**src/spq_pkg.sv**
```systemverilog
// Shared types, codes and defaults for the stable priority queue.
`timescale 1ns / 1ps

package spq_pkg;

    // Default sizes for the top-level parameters.
    localparam int DEF_CAPACITY       = 16;
    localparam int DEF_VALUE_WIDTH    = 16;
    localparam int DEF_PRIORITY_WIDTH = 3;

    // Fixed widths of the result fields.
    localparam int STATUS_WIDTH = 2;
    localparam int OCC_WIDTH    = 5;

    // Operation carried in the request's tuser bit.
    typedef enum logic {
        KIND_PUSH = 1'b0,
        KIND_POP  = 1'b1
    } t_kind;

    // Result status carried in the result's tuser bits.
    typedef enum logic [STATUS_WIDTH-1:0] {
        ST_OK    = 2'd0,
        ST_EMPTY = 2'd1,
        ST_FULL  = 2'd2
    } t_status;

    // Per-cycle command broadcast to every cell of the row.
    typedef struct packed {
        logic push;
        logic pop;
    } t_cell_ctl;

endpackage

```
**src/spq_cell.sv**
```systemverilog
// One slot of the sorted row: holds an entry and shifts or inserts with its neighbors.
`timescale 1ns / 1ps

module spq_cell #(
    parameter int VALUE_WIDTH    = spq_pkg::DEF_VALUE_WIDTH,
    parameter int PRIORITY_WIDTH = spq_pkg::DEF_PRIORITY_WIDTH
) (
    input  logic                      i_clk,
    input  spq_pkg::t_cell_ctl        i_ctl,
    input  logic                      i_occupied,
    input  logic [VALUE_WIDTH-1:0]    i_new_value,
    input  logic [PRIORITY_WIDTH-1:0] i_new_prio,
    input  logic                      i_left_ge,
    input  logic [VALUE_WIDTH-1:0]    i_left_value,
    input  logic [PRIORITY_WIDTH-1:0] i_left_prio,
    input  logic [VALUE_WIDTH-1:0]    i_right_value,
    input  logic [PRIORITY_WIDTH-1:0] i_right_prio,
    output logic                      o_ge,
    output logic [VALUE_WIDTH-1:0]    o_value,
    output logic [PRIORITY_WIDTH-1:0] o_prio
);

    logic [VALUE_WIDTH-1:0]    r_value;
    logic [PRIORITY_WIDTH-1:0] r_prio;
    logic [VALUE_WIDTH-1:0]    n_value;
    logic [PRIORITY_WIDTH-1:0] n_prio;

    // The entry stays ahead of a new one of equal or lower priority.
    assign o_ge    = i_occupied && (r_prio >= i_new_prio);
    assign o_value = r_value;
    assign o_prio  = r_prio;

    always_comb begin
        n_value = r_value;
        n_prio  = r_prio;
        if (i_ctl.push) begin
            if (o_ge) begin
                n_value = r_value;
                n_prio  = r_prio;
            end else if (i_left_ge) begin
                // First slot that loses the compare takes the new entry.
                n_value = i_new_value;
                n_prio  = i_new_prio;
            end else begin
                n_value = i_left_value;
                n_prio  = i_left_prio;
            end
        end else if (i_ctl.pop) begin
            n_value = i_right_value;
            n_prio  = i_right_prio;
        end
    end

    always_ff @(posedge i_clk) begin
        r_value <= n_value;
        r_prio  <= n_prio;
    end

endmodule

```
**src/stable_priority_queue.sv**
```systemverilog
// Top level of the stable priority queue: request/result channels and the cell row.
`timescale 1ns / 1ps

// The block keeps up to CAPACITY entries sorted by priority in a row of cells,
// head at cell zero. Every cell compares its own priority with that of an
// incoming push in parallel and, together with its left neighbor's result,
// decides whether to hold, take the new entry or take its left neighbor's
// entry. A pop shifts every cell one place toward the head.
// Requests arrive on the slave channel: tuser holds the kind (0 push, 1 pop)
// and tdata holds the value in the low bits and the priority above it.
// Each request gives exactly one result on the master channel: tuser holds
// the status (ok, pop on empty, push on full) and tdata holds the removed
// value, its priority and the occupancy after the request.
// Results are registered, valid in the cycle after acceptance. One request is
// taken every cycle, limited only by the single-entry output register: a new
// request is taken whenever that register is empty or drains in the same cycle.
// If the receiver stalls, the result waits in the output register and the
// slave channel stops accepting once it is full.
// Reset empties the queue and the output register; cell contents are left
// as they are, since only occupied cells are ever read.

module stable_priority_queue #(
    parameter int CAPACITY       = spq_pkg::DEF_CAPACITY,
    parameter int VALUE_WIDTH    = spq_pkg::DEF_VALUE_WIDTH,
    parameter int PRIORITY_WIDTH = spq_pkg::DEF_PRIORITY_WIDTH,
    localparam int IN_DW  = ((VALUE_WIDTH + PRIORITY_WIDTH + 7) / 8) * 8,
    localparam int OUT_DW = ((VALUE_WIDTH + PRIORITY_WIDTH + spq_pkg::OCC_WIDTH + 7) / 8) * 8
) (
    input  logic                             i_clk,
    input  logic                             i_rst_n,
    input  logic                             i_s_tvalid,
    output logic                             o_s_tready,
    input  logic [IN_DW-1:0]                 i_s_tdata,  // value, priority_req
    input  logic                             i_s_tuser,  // kind
    output logic                             o_m_tvalid,
    input  logic                             i_m_tready,
    output logic [OUT_DW-1:0]                o_m_tdata,  // out_value, out_priority, occupancy
    output logic [spq_pkg::STATUS_WIDTH-1:0] o_m_tuser   // status
);

    localparam int CW = $clog2(CAPACITY + 1);

    // Request fields.
    logic                      w_accept;
    logic                      w_is_pop;
    logic [VALUE_WIDTH-1:0]    w_in_value;
    logic [PRIORITY_WIDTH-1:0] w_in_prio;
    logic                      w_full;
    logic                      w_empty;
    spq_pkg::t_cell_ctl        w_ctl;

    // Occupancy counter.
    logic [CW-1:0] r_count;
    logic [CW-1:0] n_count;
    logic [CW+spq_pkg::OCC_WIDTH-1:0] w_count_ext;

    // Output register.
    logic                             r_out_valid;
    spq_pkg::t_status                 r_out_status;
    logic [VALUE_WIDTH-1:0]           r_out_value;
    logic [PRIORITY_WIDTH-1:0]        r_out_prio;
    logic [spq_pkg::OCC_WIDTH-1:0]    r_out_occ;
    spq_pkg::t_status                 n_out_status;
    logic [VALUE_WIDTH-1:0]           n_out_value;
    logic [PRIORITY_WIDTH-1:0]        n_out_prio;

    // Cell row outputs.
    logic [VALUE_WIDTH-1:0]    w_value [CAPACITY];
    logic [PRIORITY_WIDTH-1:0] w_prio  [CAPACITY];
    logic                      w_ge    [CAPACITY];

    assign o_s_tready = !r_out_valid || i_m_tready;
    assign w_accept   = i_s_tvalid && o_s_tready;
    assign w_is_pop   = (spq_pkg::t_kind'(i_s_tuser) == spq_pkg::KIND_POP);
    assign w_in_value = i_s_tdata[VALUE_WIDTH-1:0];
    assign w_in_prio  = i_s_tdata[VALUE_WIDTH+PRIORITY_WIDTH-1:VALUE_WIDTH];
    assign w_full     = (r_count == CW'(CAPACITY));
    assign w_empty    = (r_count == '0);

    // Full pushes and empty pops leave the row untouched.
    assign w_ctl.push = w_accept && !w_is_pop && !w_full;
    assign w_ctl.pop  = w_accept && w_is_pop && !w_empty;

    always_comb begin
        n_count      = r_count;
        n_out_status = spq_pkg::ST_OK;
        n_out_value  = '0;
        n_out_prio   = '0;
        if (w_is_pop) begin
            if (w_empty) begin
                n_out_status = spq_pkg::ST_EMPTY;
            end else begin
                n_out_value = w_value[0];
                n_out_prio  = w_prio[0];
                n_count     = r_count - CW'(1);
            end
        end else begin
            if (w_full) begin
                n_out_status = spq_pkg::ST_FULL;
            end else begin
                n_count = r_count + CW'(1);
            end
        end
    end

    // Occupancy is reported modulo the field width.
    assign w_count_ext = {{spq_pkg::OCC_WIDTH{1'b0}}, n_count};

    always_ff @(posedge i_clk) begin
        if (!i_rst_n) begin
            r_count     <= '0;
            r_out_valid <= 1'b0;
        end else begin
            if (w_accept) begin
                r_count     <= n_count;
                r_out_valid <= 1'b1;
            end else if (i_m_tready) begin
                r_out_valid <= 1'b0;
            end
        end
    end

    always_ff @(posedge i_clk) begin
        if (w_accept) begin
            r_out_status <= n_out_status;
            r_out_value  <= n_out_value;
            r_out_prio   <= n_out_prio;
            r_out_occ    <= w_count_ext[spq_pkg::OCC_WIDTH-1:0];
        end
    end

    assign o_m_tvalid = r_out_valid;
    assign o_m_tuser  = r_out_status;
    assign o_m_tdata  = OUT_DW'({r_out_occ, r_out_prio, r_out_value});

    // The row of cells. Cell zero is the head; the left neighbor of cell zero
    // is treated as winning its compare so a push can land at the head.
    for (genvar i = 0; i < CAPACITY; i++) begin : g_cell
        localparam logic [CW-1:0] IDX = CW'(i);
        logic                      w_left_ge;
        logic [VALUE_WIDTH-1:0]    w_left_value;
        logic [PRIORITY_WIDTH-1:0] w_left_prio;
        logic [VALUE_WIDTH-1:0]    w_right_value;
        logic [PRIORITY_WIDTH-1:0] w_right_prio;

        if (i == 0) begin : g_head
            assign w_left_ge    = 1'b1;
            assign w_left_value = w_in_value;
            assign w_left_prio  = w_in_prio;
        end else begin : g_body
            assign w_left_ge    = w_ge[i-1];
            assign w_left_value = w_value[i-1];
            assign w_left_prio  = w_prio[i-1];
        end

        if (i == CAPACITY - 1) begin : g_tail
            assign w_right_value = w_value[i];
            assign w_right_prio  = w_prio[i];
        end else begin : g_inner
            assign w_right_value = w_value[i+1];
            assign w_right_prio  = w_prio[i+1];
        end

        spq_cell #(
            .VALUE_WIDTH    (VALUE_WIDTH),
            .PRIORITY_WIDTH (PRIORITY_WIDTH)
        ) u_cell (
            .i_clk         (i_clk),
            .i_ctl         (w_ctl),
            .i_occupied    (IDX < r_count),
            .i_new_value   (w_in_value),
            .i_new_prio    (w_in_prio),
            .i_left_ge     (w_left_ge),
            .i_left_value  (w_left_value),
            .i_left_prio   (w_left_prio),
            .i_right_value (w_right_value),
            .i_right_prio  (w_right_prio),
            .o_ge          (w_ge[i]),
            .o_value       (w_value[i]),
            .o_prio        (w_prio[i])
        );
    end

    // The count never exceeds the number of cells.
    a_count_bound: assert property (@(posedge i_clk) disable iff (!i_rst_n)
        r_count <= CW'(CAPACITY))
        else $error("queue count above capacity");

    // A successful push grows the queue by exactly one entry.
    a_push_count: assert property (@(posedge i_clk) disable iff (!i_rst_n)
        w_ctl.push |=> r_count == $past(r_count) + CW'(1))
        else $error("push did not advance the count");

    // A pop on an empty queue reports empty and returns a zero value.
    a_pop_empty: assert property (@(posedge i_clk) disable iff (!i_rst_n)
        (w_accept && w_is_pop && w_empty) |=>
            (o_m_tvalid && o_m_tuser == spq_pkg::ST_EMPTY && r_out_value == '0))
        else $error("empty pop reported wrongly");

    // The two head entries stay in priority order.
    a_head_order: assert property (@(posedge i_clk) disable iff (!i_rst_n)
        (r_count >= CW'(2)) |-> (w_prio[0] >= w_prio[1]))
        else $error("head entries out of order");

endmodule
```
**config.mk**
```make
export PLATFORM = sky130hd
export DESIGN_NAME = stable_priority_queue
export DESIGN_NICKNAME = d
export VERILOG_FILES = /design/src/spq_pkg.sv /design/src/spq_cell.sv /design/src/stable_priority_queue.sv
export SDC_FILE = /design/constraint.sdc
export NUM_CORES = 1
export LEC_CHECK = 0
export BUFFER_PORTS_ARGS = -buffer_cell sky130_fd_sc_hd__buf_2
export CAP_MARGIN = 10
export CELL_PAD_IN_SITES_DETAIL_PLACEMENT = 1
export CELL_PAD_IN_SITES_GLOBAL_PLACEMENT = 1
export CORE_ASPECT_RATIO = 1.1
export CORE_UTILIZATION = 55
export DETAILED_ROUTE_END_ITERATION = 10
export PLACE_DENSITY = 0.95
export SYNTH_ARGS = -nofsm -noshare
export SYNTH_HDL_FRONTEND = slang
export SYNTH_SLANG_ARGS = --single-unit
```
**constraint.sdc**
```tcl
create_clock -name i_clk -period 6.8 [get_ports i_clk]
set_clock_uncertainty 0.1 [all_clocks]
set_input_delay 0.68 -clock i_clk [delete_from_list [all_inputs] [get_ports i_clk]]
set_output_delay 0.68 -clock i_clk [all_outputs]
set_load 0.01 [all_outputs]
```
# Yosys cells after proc, flatten, opt, wreduce, memory -nomap -nowiden
# Cells that the tools add are included.
# word_totals
regBits	336
input_bits	29
output_inout_bits	28
# classes
addsub	2
magnitude_cmp	32
eq_ne	16
n_mux	128
bitwise_logic	2
reduce_logical	46
# op_table
operator	count
16-bit two-way mux	60
3-bit two-way mux	60
3-bit greater-or-equal comparator	16
4-bit by 5-bit less-than comparator with 1-bit output, first input constant	8
2-bit AND reduction	16
2-bit != test, second input constant	15
1-bit logical AND	21
3-bit by 5-bit less-than comparator with 1-bit output, first input constant	4
5-bit two-way mux	3
1-bit by 5-bit less-than comparator with 1-bit output, first input constant	2
2-bit by 5-bit less-than comparator with 1-bit output, first input constant	2
5-bit by 1-bit adder with 5-bit output, second input constant	1
5-bit == test, second input constant	1
5-bit zero test	1
5-bit by 1-bit subtractor with 5-bit output, second input constant	1
1-bit zero test	4
2-bit two-way mux	2
2-bit nonzero test	2
1-bit two-way mux	3
1-bit NOT	2
2-bit OR reduction	1
1-bit logical OR	1

# Longest topological paths before layout
# logic_depth
depth_word	7
ltp_mapped	10
mapped_depth_nobuf	6

# Cells and area by module
# Synthesis repeated with hierarchy kept, for this count alone.
# hier_totals
cells_unflattened	1674
area_unflattened_um2	18600.3
# modules_own_cells
mod	instances	cells_per_inst	area_each_um2	seq_area_each_um2
spq_cell	16	95	1059.8	570.5
stable_priority_queue	1	154	1644.1	900.9

# Worst setup path after synthesis
# No wires, ideal clock.
# synth_path
path_kind	register -> register
startpoint	register r_count[1]
endpoint	register g_cell[14].u_cell.r_prio[0], enable pin
setup_time_ps	421
arrival_ps	3238
t_required_ps	6279
setup_slack_ps	3041
path_stages_with_launch	10
synth_period_minus_slack_ps	3759
path_cell_list	dfxtp_1 buf_2 inv_1 ha_1 nor3b_2 a211o_1 buf_2 buf_2 buf_2 o21ai_0
# synth_via
elab_chain_len	5
word_cells_on_any_way	11
classes_between	order compare (1); eq/ne (2); reduce/logical (8)
# synth_rtl
element	line_no	text
from (decl)	stable_priority_queue.sv:53	logic [CW-1:0] r_count;
from (signal assigned)	stable_priority_queue.sv:115	r_count <= n_count;
parallel branches: the longest is 4 deep, another holds 4-bit by 5-bit less-than comparator with 1-bit output	--	
2-bit AND reduction (no line) (*)	--	
to (signal assigned)	spq_cell.sv:56	r_prio <= n_prio;
to (decl)	spq_cell.sv:24	logic [PRIORITY_WIDTH-1:0] r_prio;
# Mark *: on every way between the ends.
# A chain may end at the register's enable or synchronous reset.

# Worst setup path after layout
# layout_path
startpoint	register r_count[1]
endpoint	register g_cell[11].u_cell.r_value[5] (data pin)
# layout_via
elab_chain_len	5
word_cells_on_any_way	8
classes_between	order compare (1); eq/ne (1); mux (3); reduce/logical (3)
# layout_rtl
element	line_no	text
4-bit by 5-bit less-than comparator with 1-bit output	stable_priority_queue.sv:170	.i_occupied (IDX < r_count),
1-bit logical AND	spq_cell.sv:29	assign o_ge = i_occupied && (r_prio >= i_new_prio);
16-bit two-way mux	spq_cell.sv:40	end else if (i_left_ge) begin
16-bit two-way mux	spq_cell.sv:37	if (o_ge) begin
16-bit two-way mux (*)	spq_cell.sv:36	if (i_ctl.push) begin
via g_cell[11].u_cell.n_value[5]	spq_cell.sv:25	logic [VALUE_WIDTH-1:0] n_value;
to (signal assigned)	spq_cell.sv:55	r_value <= n_value;
to (decl)	spq_cell.sv:23	logic [VALUE_WIDTH-1:0] r_value;
# Mark *: on every way through the listed nets, which the timed path passes. The rest lies on a longest branch. The select of a mux whose other input is x is not followed.

==> results.md <==
* Outcome: complete, no violations
* H-tree depth at 2
* Number of max-slew violations in the final report at 0
* Clock latency on the worst-skew pair at 0.58 ns
* Buffer cell driving the clock tree root: clkbuf_16
* Net total in the final layout at about 1.7k
* Number of placement rows at 69
* Cell depth of the worst min-delay path at 2
* Clock sink count at roughly 340
* Power per cell area at 319 nW/um2
* Leakage power at a little under 7 nW
* Number of global-route vias before repair at 16.9k
* Finished Layout Cells at slightly above 2k
* Chip height at around 190 um
* Maximum cell stage delay along the critical path at 1.00 ns
* Avg Cell Area, Syn at 11.1 um2
* Buf/Inv on CP at 3
* Starting DRT DRC Count at approximately 2.9k
* Leading register cell type out of synthesis: edfxtp_1
* Fraction of final layout cells with drive strength greater than 1 at 11.8%
* Most Frequent Cell on Critical Path: o211ai_1
* Leading cell types by total area after synthesis: edfxtp_1 (55%), o211ai_1 (21%), nand2_1 (6.7%)
* Startpoint type of the worst setup path: flip-flop
* Global-route wire length before repair at 111 mm
* Inserted Clock Buffers at 37
* Detailed-route wire length at 75.4 mm
* Initial standard-cell utilization of the core at 56.1%
* Number of antenna violations at the first check in global routing at 4
* Number of hold violations in the final report at 0
* Most frequent cell after synthesis: o211ai_1
* Number of setup buffers added after CTS at 0
* Register area share after synthesis at 55.2%
* Critical path data required time at about 7.1 ns
* Number of instances in the synthesized netlist at 1642
* Count of boundary I/O pins at 57
* Remaining antenna violation count after routing at 0
* Area growth from synthesis to final layout at 9.25%
* Endpoint class of the critical path: flip-flop
* Transition time at the pin with the least slew margin at 1.28 ns
* Length of the first detailed-routing pass in iterations at 6
* Port buffer count at 51
* Area inside the core boundary at roughly 32000 um2
* Final TNS setup at 0 ns
* Number of failing setup endpoints in the final timing report at 0
* Worst slack after detailed placement at about 2.4 ns
* Gate family responsible for the most delay along the worst path: buffers and inverters
* Cells along the critical path: inv_1 -> ha_1 -> nor3b_2 -> a211oi_4 -> buf_12 -> buf_4 -> o211ai_1 -> o211ai_1
* Die span in x at 175 um
* Setup slack of the critical path after layout at approximately 1.8 ns
* Slowest cell on the critical path: buf_4
* Hold buffers post-CTS at 0
* GRT overflow at 0
* Synth Warn # at 0
* Count of max-cap constraint violations at 0
* EDFF count, synth at 330
* Type of the most critical hold path: in2reg
* Area fraction of the dominant cell type after synthesis at 54.6%
* Seq cells post-synth at around 340
* RSZ-0062 raised after global routing: no
* Total GRT Usage at 45.3%
* Highest Clock Rate at 202 MHz
* Fin util at 61.3%
* Time the worst path needs with I/O delays and setup at 4.96 ns
* Final worst path period share at between 70% and 80%
* Vias per std cell at 8.14
* Most common library cells after synthesis: o211ai_1 (519), edfxtp_1 (330), nand2_1 (325)
* Inst Count DP at slightly below 2k
* Full die area at 33800 um2
* Depth of the worst register-to-register path at 8
* Vias post-DR at between 15k and 20k
* Stages on the worst setup path at 8
* Net count after synthesis at 1723
* Average routed wire per standard cell at 36.9 um
* Number of buffers between clock root and the deepest sink at 3
* Post-synthesis instance area at about 18000 um2
* Arrival time of data at the critical path endpoint at approximately 5.2 ns
* Worst Path Class, Setup: reg2reg
* Resized Gates After CTS at 0
* Largest driver fanout on the critical path at 206
* Distinct cell type count of the synthesized netlist at 50
* Async S/R FF share, synth at 0%
* Peak supply drop at 0.251 mV
* DPL Wire Length at around 41 mm
* Remaining design rule violation count at 0
* Final estimated routing congestion in global placement at 0.935
* Clock-pin slew of the registers on the worst-case setup and hold paths at around 0.07 ns
* Yosys top cell by area: edfxtp_1
* Max transition margin at 14.7%
* Largest net degree at the start of global routing at 207
* Clock tree from TritonCTS: built
[state kept, by name, summed over array words and instances (netlist names)]
register,cells
g_cell.u_cell.o_value,256
g_cell.u_cell.o_prio,48
r_out_value,16
r_count,5
r_out_occ,5
r_out_prio,3
o_m_tuser,2
o_m_tvalid,1
[final timing paths]
kind                                             end                                     from  slack [ns]
max reg2reg   g_cell[11].u_cell.o_value[5]$_DFFE_PP_                  r_count[1]$_SDFFE_PN0N_        1.84
min reg2reg  g_cell[14].u_cell.o_value[10]$_DFFE_PP_  g_cell[15].u_cell.o_value[10]$_DFFE_PP_        0.47
max           g_cell[11].u_cell.o_value[5]$_DFFE_PP_                  r_count[1]$_SDFFE_PN0N_        1.84
min                          o_m_tvalid$_SDFFE_PN0P_                               i_s_tvalid        0.29
[power breakdown]
part / leakage (nW) / switching, mW / internal (mW) / total (mW)
clock network: 0.657 / 0.932 / 1.43 / 2.36
registers: 3.18 / 0.192 / 2.60 / 2.79
logic: 2.94 / 0.866 / 0.307 / 1.17
total: 6.78 / 1.99 / 4.34 / 6.33
[metal layers]
| metal | up-vias | part of all wire [%] | GRT usage (%) |
|---|---|---|---|
| li1 | 6323 | - | - |
| met1 | 7901 | 32 | 51.6 |
| met2 | 1819 | 45 | 69.4 |
| met3 | 560 | 14 | 15.7 |
| met4 | 6 | 9.6 | 36.9 |
| met5 | - | 0.097 | 1.49 |
[worst reg2reg max path: stages, from the launching register on]
cell,delay [ns]
dfxtp_1,0.77
inv_1,0.33
ha_1,0.33
nor3b_2,0.24
a211oi_4,0.38
buf_12,0.70
buf_4,1.12
o211ai_1,0.52
o211ai_1,0.29
[layout make-up]
class | count | area [um2]
fill | 3198 | 12500
sequential | 336 | 10000
multi-input combinational | 1100 | 7280
clock buffer | 42 | 955
timing repair buffer | 87 | 553
tap | 426 | 533
clock inverter | 25 | 400
inverter | 23 | 86.3
antenna | 1 | 2.50
[cell families after synthesis]
group                    share of synthesized area, %
buffers and inverters                            5.04
AO/OA/AOI/OAI                                    25.2
flip-flops                                       55.2
adder cells (fa/ha/maj)                          3.58
XOR/XNOR                                       0.0965
multiplexers                                     1.46
AND/OR/NAND/NOR                                  9.36
[per-stage QoR]
stage                     total power [mW]  hold WS, ns  instance area [um2]
after floorplan                       3.42        0.414                18200
after global placement                3.71        0.427                18500
after detailed placement              3.83        0.442                18500
after CTS                             6.21        0.304                19800
after global routing                  6.40        0.314                19800
final                                 6.33        0.290                19800
[cell usage in the layout (no fill, tap or decap), types with 16 or more instances in the layout]
cell type,n
nand2b_1,17
mux2_2,20
and3_1,20
edfxtp_1,330
o211ai_1,519
clkbuf_16,37
o21ai_0,17
nand2_1,325
o221ai_1,16
buf_4,33
ha_1,52
buf_2,51
inv_1,22
(Power assumes the default switching activity.)
